### src/rtl/lqfp_pkg.sv
package lqfp_pkg;

  // Framing byte used for both header and trailer
  localparam logic [7:0] FLAG_BYTE = 8'h7E;
  // Frame type that carries the link quality report
  localparam logic [7:0] LINK_TYPE = 8'hFE;
  // Data bytes per frame, and how many of them are kept
  localparam logic [2:0] DATA_LEN  = 3'd7;
  localparam logic [2:0] KEEP_LEN  = 3'd3;

  typedef enum logic [1:0] {
    PH_HEADER  = 2'd0,
    PH_TYPE    = 2'd1,
    PH_DATA    = 2'd2,
    PH_TRAILER = 2'd3
  } phase_t;

endpackage

### src/rtl/link_quality_frame_parser.sv
// Byte-serial parser for 11-byte telemetry host frames.
//
// Input channel (in_valid / in_ready / rx_byte): one received byte per
// transaction. Output channel (out_valid / out_ready / frame_type,
// is_link_packet, adc_one, adc_two, link_quality): one transaction per
// frame that closes with a good 0x7E trailer. A bad trailer drops the frame
// silently; either way the parser goes back to hunting for a header.
//
// The result is registered: it appears on the output register in the cycle
// after the trailer byte is accepted. Throughput: one byte per cycle while no
// result waits unread; the frame state advances in a single pass of logic
// between the input handshake and the state and result registers.
//
// Reset (rst, synchronous, active high) returns the parser to header hunt
// and empties the output register. When the receiver stalls, the pending
// result holds; bytes keep flowing while the output register is empty or
// being drained in the same cycle, and only the trailer-to-result path
// needs the slot, so in_ready drops only while a result waits unread.
module link_quality_frame_parser
  import lqfp_pkg::*;
(
  input  logic       clk,
  input  logic       rst,
  input  logic       in_valid,
  output logic       in_ready,
  input  logic [7:0] rx_byte,
  output logic       out_valid,
  input  logic       out_ready,
  output logic [7:0] frame_type,
  output logic       is_link_packet,
  output logic [7:0] adc_one,
  output logic [7:0] adc_two,
  output logic [7:0] link_quality
);

  phase_t      phase;
  phase_t      phase_next;
  logic [2:0]  byte_count;
  logic [2:0]  byte_count_next;
  logic [7:0]  type_reg;
  logic [7:0]  payload_store [KEEP_LEN];

  logic        in_fire;
  logic        is_flag;
  logic        load_type;
  logic        store_data;
  logic        emit;

  // Accept a byte whenever the result slot is free or emptying now
  assign in_ready = !out_valid || out_ready;
  assign in_fire  = in_valid && in_ready;
  assign is_flag  = (rx_byte == FLAG_BYTE);

  // Next-state logic for the frame phase and data counter
  always_comb begin
    phase_next      = phase;
    byte_count_next = byte_count;
    if (in_fire) begin
      unique case (phase)
        PH_HEADER: begin
          if (is_flag) begin
            phase_next = PH_TYPE;
          end
        end
        PH_TYPE: begin
          // Skip repeated headers; any other byte is the frame type
          if (!is_flag) begin
            byte_count_next = '0;
            phase_next      = PH_DATA;
          end
        end
        PH_DATA: begin
          // After seven data bytes, drop the spare byte and expect trailer
          if (byte_count != DATA_LEN) begin
            byte_count_next = byte_count + 3'd1;
          end else begin
            phase_next = PH_TRAILER;
          end
        end
        PH_TRAILER: begin
          phase_next = PH_HEADER;
        end
        default: begin
          phase_next = PH_HEADER;
        end
      endcase
    end
  end

  // Datapath controls decoded from the current phase
  always_comb begin
    load_type  = 1'b0;
    store_data = 1'b0;
    emit       = 1'b0;
    if (in_fire) begin
      unique case (phase)
        PH_HEADER: begin
        end
        PH_TYPE: begin
          load_type = !is_flag;
        end
        PH_DATA: begin
          store_data = (byte_count < KEEP_LEN);
        end
        PH_TRAILER: begin
          emit = is_flag;
        end
        default: begin
        end
      endcase
    end
  end

  always_ff @(posedge clk) begin
    if (rst) begin
      phase      <= PH_HEADER;
      byte_count <= '0;
      type_reg   <= '0;
    end else begin
      phase      <= phase_next;
      byte_count <= byte_count_next;
      if (load_type) begin
        type_reg <= rx_byte;
      end
    end
  end

  // Keep the first three data bytes of the frame
  always_ff @(posedge clk) begin
    if (store_data) begin
      payload_store[byte_count[1:0]] <= rx_byte;
    end
  end

  // Result register: load on a good trailer, clear once taken
  always_ff @(posedge clk) begin
    if (rst) begin
      out_valid <= 1'b0;
    end else if (emit) begin
      out_valid <= 1'b1;
    end else if (out_ready) begin
      out_valid <= 1'b0;
    end
  end

  always_ff @(posedge clk) begin
    if (emit) begin
      frame_type     <= type_reg;
      is_link_packet <= (type_reg == LINK_TYPE);
      adc_one        <= payload_store[0];
      adc_two        <= payload_store[1];
      link_quality   <= payload_store[2];
    end
  end

  // The trailer phase is only reached after all seven data bytes
  a_trailer_count: assert property (@(posedge clk) disable iff (rst)
    (phase == PH_TRAILER) |-> (byte_count == DATA_LEN))
    else $error("trailer phase entered with incomplete data count");

  // A good trailer byte always produces a result
  a_emit_source: assert property (@(posedge clk) disable iff (rst)
    (in_fire && phase == PH_TRAILER && is_flag) |=> out_valid)
    else $error("good trailer did not produce a result");

  // The link flag always agrees with the reported frame type
  a_link_flag: assert property (@(posedge clk) disable iff (rst)
    out_valid |-> (is_link_packet == (frame_type == LINK_TYPE)))
    else $error("link packet flag disagrees with frame type");

  // Each accepted data byte below the limit advances the counter by one
  a_count_step: assert property (@(posedge clk) disable iff (rst)
    (in_fire && phase == PH_DATA && byte_count != DATA_LEN)
      |=> (byte_count == $past(byte_count) + 3'd1))
    else $error("data byte counter did not advance");

endmodule

### config.mk
export PLATFORM = sky130hd
export DESIGN_NAME = link_quality_frame_parser
export DESIGN_NICKNAME = d
export VERILOG_FILES = /design/src/rtl/lqfp_pkg.sv /design/src/rtl/link_quality_frame_parser.sv
export SDC_FILE = /design/constraint.sdc
export NUM_CORES = 1
export LEC_CHECK = 0
export BUFFER_PORTS_ARGS = -buffer_cell sky130_fd_sc_hd__buf_2
export CORE_UTILIZATION = 36
export CTS_CLUSTER_DIAMETER = 200
export DETAILED_ROUTE_END_ITERATION = 12
export GPL_TIMING_DRIVEN = 0
export PLACE_DENSITY_LB_ADDON = 0.15
export SLEW_MARGIN = 5
export SYNTH_ARGS = -nofsm -noshare
export SYNTH_HDL_FRONTEND = slang
export SYNTH_SLANG_ARGS = --single-unit
### constraint.sdc
create_clock -name clk -period 5.8 [get_ports clk]
set_input_delay 1.16 -clock clk [delete_from_list [all_inputs] [get_ports clk]]
set_output_delay 1.16 -clock clk [all_outputs]
set_load 0.05 [all_outputs]
==> results.py <==
metrics = {
    "clock_network": {
        "cts_post_setup_buffers_inserted": 0,
        "path_clk_slew_ps": 80,
        "clk_latency_ps": 330,
        "cts_sinks": 71,
        "cts_resized": 0,
        "root_buffer": "clkbuf_8",
        "holdBufCountCts": 0,
        "cts_inserted_buffers": 9,
        "clockBufferDepth": 2,
        "htreeDepth": 3,
        "cts_tree": "done",
    },
    "sta": {
        "setup_tns_ps": 0,
        "period_share": 0.499,
        "hold_violations": 0,
        "relSlewSlack": 0.165,
        "timing.fmax_mhz": 345,
        "hold_ws_ps": 417,
        "fin_skew_ps": 5.58,
        "worst_slew_pin_slew_ps": 1250,
        "drv_slew": 0,
        "setup_viol": 0,
        "min_period_ps": 2900,
        "grt_setup_unrepaired": "no",
    },
    "route": {
        "wirelength_um": 4440,
        "vias": 1358,
        "first_iter_violations": 34,
        "drc_errors": 0,
        "ant_nets": 0,
        "drt-pass1-iter-count": 4,
        "vias_per_cell": 4.47,
        "wl_per_cell_um": 14.6,
    },
    "global_routing": {
        "grt_max_degree": 34,
        "use_met2": 0.218,
        "grt-ovfl-total": 0,
        "grt_pass1_vias": 1379,
        "grt.met1_usage": 0.152,
        "antenna_found_initial": 0,
        "grt_pass1_wl_um": 6920,
        "grtUsageTotal": 0.132,
        "grt.busiest_layer": "met2",
        "met3_usage": 0.0322,
    },
    "yosys": {
        "synth-seq-cells": 71,
        "netlist_top_cells_count": "edfxtp_1, dfxtp_1, nor2_1",
        "seq_area_frac_synth": 0.766,
        "yosys_warnings": 0,
        "synth_top_area_frac": 0.658,
        "synth_edf_count": 57,
        "avgSynthCellArea_sq_um": 17.7,
        "syn-cell-area_sq_um": 2600,
        "syn_inst": 147,
        "synth_flop_cell": "edfxtp_1",
        "synth_top_area_cell": "edfxtp_1",
        "async_reset_ff_frac": 0,
        "syn_nets": 169,
        "synth_cell_types": 29,
        "synth.most_common_cell": "edfxtp_1",
        "synth_area_leaders": "edfxtp_1, dfxtp_1, ha_1",
    },
    "critical_path": {
        "critPathLaunchType": "input pin",
        "cpMaxStageDelayCell": "nand2b_2",
        "path_max_fanout": 5,
        "slowest_delay_ps": 240,
        "rr_startpoint": "out_valid",
        "cp-end-kind": "primary output",
        "cp.required_ps": 4640,
        "worstPathArrival_ps": 1740,
        "critPathLaunch": "out_ready",
        "path_cells": "buf_2, nand2b_2, buf_2",
        "critPathKind": "in2out",
        "cpMostUsedCell": "buf_2",
    },
    "pwr": {
        "power.density_nw_per_um2": 315,
        "total_power_mw": 1.00,
        "vdd_drop_max_v": 0.000148,
        "p_leak_nw": 1.23,
    },
    "die": {
        "io-pin-count": 47,
        "dieArea_sq_um": 7570,
        "die_w_um": 87.0,
        "start_util": 0.379,
        "floorplan.die.height_um": 87.0,
        "fp-row-count": 30,
        "core_sq_um": 6870,
    },
    "layout": {
        "fillCellCount": 602,
        "n_antenna_cell": 0,
        "final_util": 0.462,
        "fin_nets": 225,
        "largest_reg_flops": 24,
        "syn_to_final_growth_pct": 22.1,
        "drive_gt1_frac": 0.337,
    },
    "status": {
        "status": "finished clean",
    },
    "placement": {
        "dp_hpwl_um": 3040,
        "gp_congestion": 0.733,
        "portBuffers": 45,
    },
    "run": {
        "drv_cap": 0,
    },
    "hold_path": {
        "hp-class": "reg2reg",
        "hp-start": "payload_store[1][4]",
    },
}
[final cells by class]
class,instances,area (sq um),area share
multi-input combinational,64,563,0.177
inverter,10,37.5,0.0118
clock buffer,9,124,0.0390
clock inverter,7,105,0.0331
sequential,71,1990,0.627
timing repair buffer,45,225,0.0709
buffer,2,8.76,0.00276
tap,96,120,0.0378
[kinds of logic after synthesis]
| logic type | after synthesis | synth area share |
|---|---|---|
| flops | 71 | 0.766 |
| buf+inv | 12 | 0.0178 |
| simple gates | 33 | 0.0832 |
| mux | 10 | 0.0385 |
| fa+ha+maj | 10 | 0.0481 |
| compound gates | 11 | 0.0467 |
[cells in the final DEF, fill, tap and decap left out, types with 3 or more instances in the layout]
| cell | instances |
|---|---|
| buf_2 | 45 |
| dfxtp_1 | 14 |
| inv_1 | 10 |
| nand2_1 | 3 |
| a21oi_1 | 3 |
| nor2_1 | 14 |
| mux2i_1 | 10 |
| ha_1 | 10 |
| edfxtp_1 | 57 |
| clkbuf_8 | 9 |
[worst paths after layout]
path	end	slack (ps)	cells after the start
setup / recovery	in_ready	2900	3
hold reg to reg	adc_two[4]	420	0
setup reg to reg	adc_two[2]	3700	4
hold / removal	adc_two[4]	420	0
[metal layers]
layer  part of all wire  wire length, um
met2               0.52             2320
met1               0.42             1880
met5                  0                0
met4              0.011               47
met3              0.044              197
[where the power goes]
group | internal (mW) | switching [mW]
registers | 0.544 | 0.000113
logic | 0.00593 | 0.0106
clock network | 0.248 | 0.192
[worst max-delay path, delay by kind of cell]
kind / cells / cell delay [ps]
buffers and inverters: 2 / 330
and+or+nand+nor: 1 / 240
[metrics by stage]
| stage | setup slack, ps | cells | area [sq um] |
|---|---|---|---|
| floorplan | 2930 | 147 | 2600 |
| global placement | 2660 | 288 | 2950 |
| detailed placement | 2600 | 288 | 2950 |
| CTS | 2900 | 304 | 3180 |
| global route | 2830 | 304 | 3180 |
| finish | 2900 | 304 | 3180 |
Note: power is estimated with default switching activity, not from simulation.
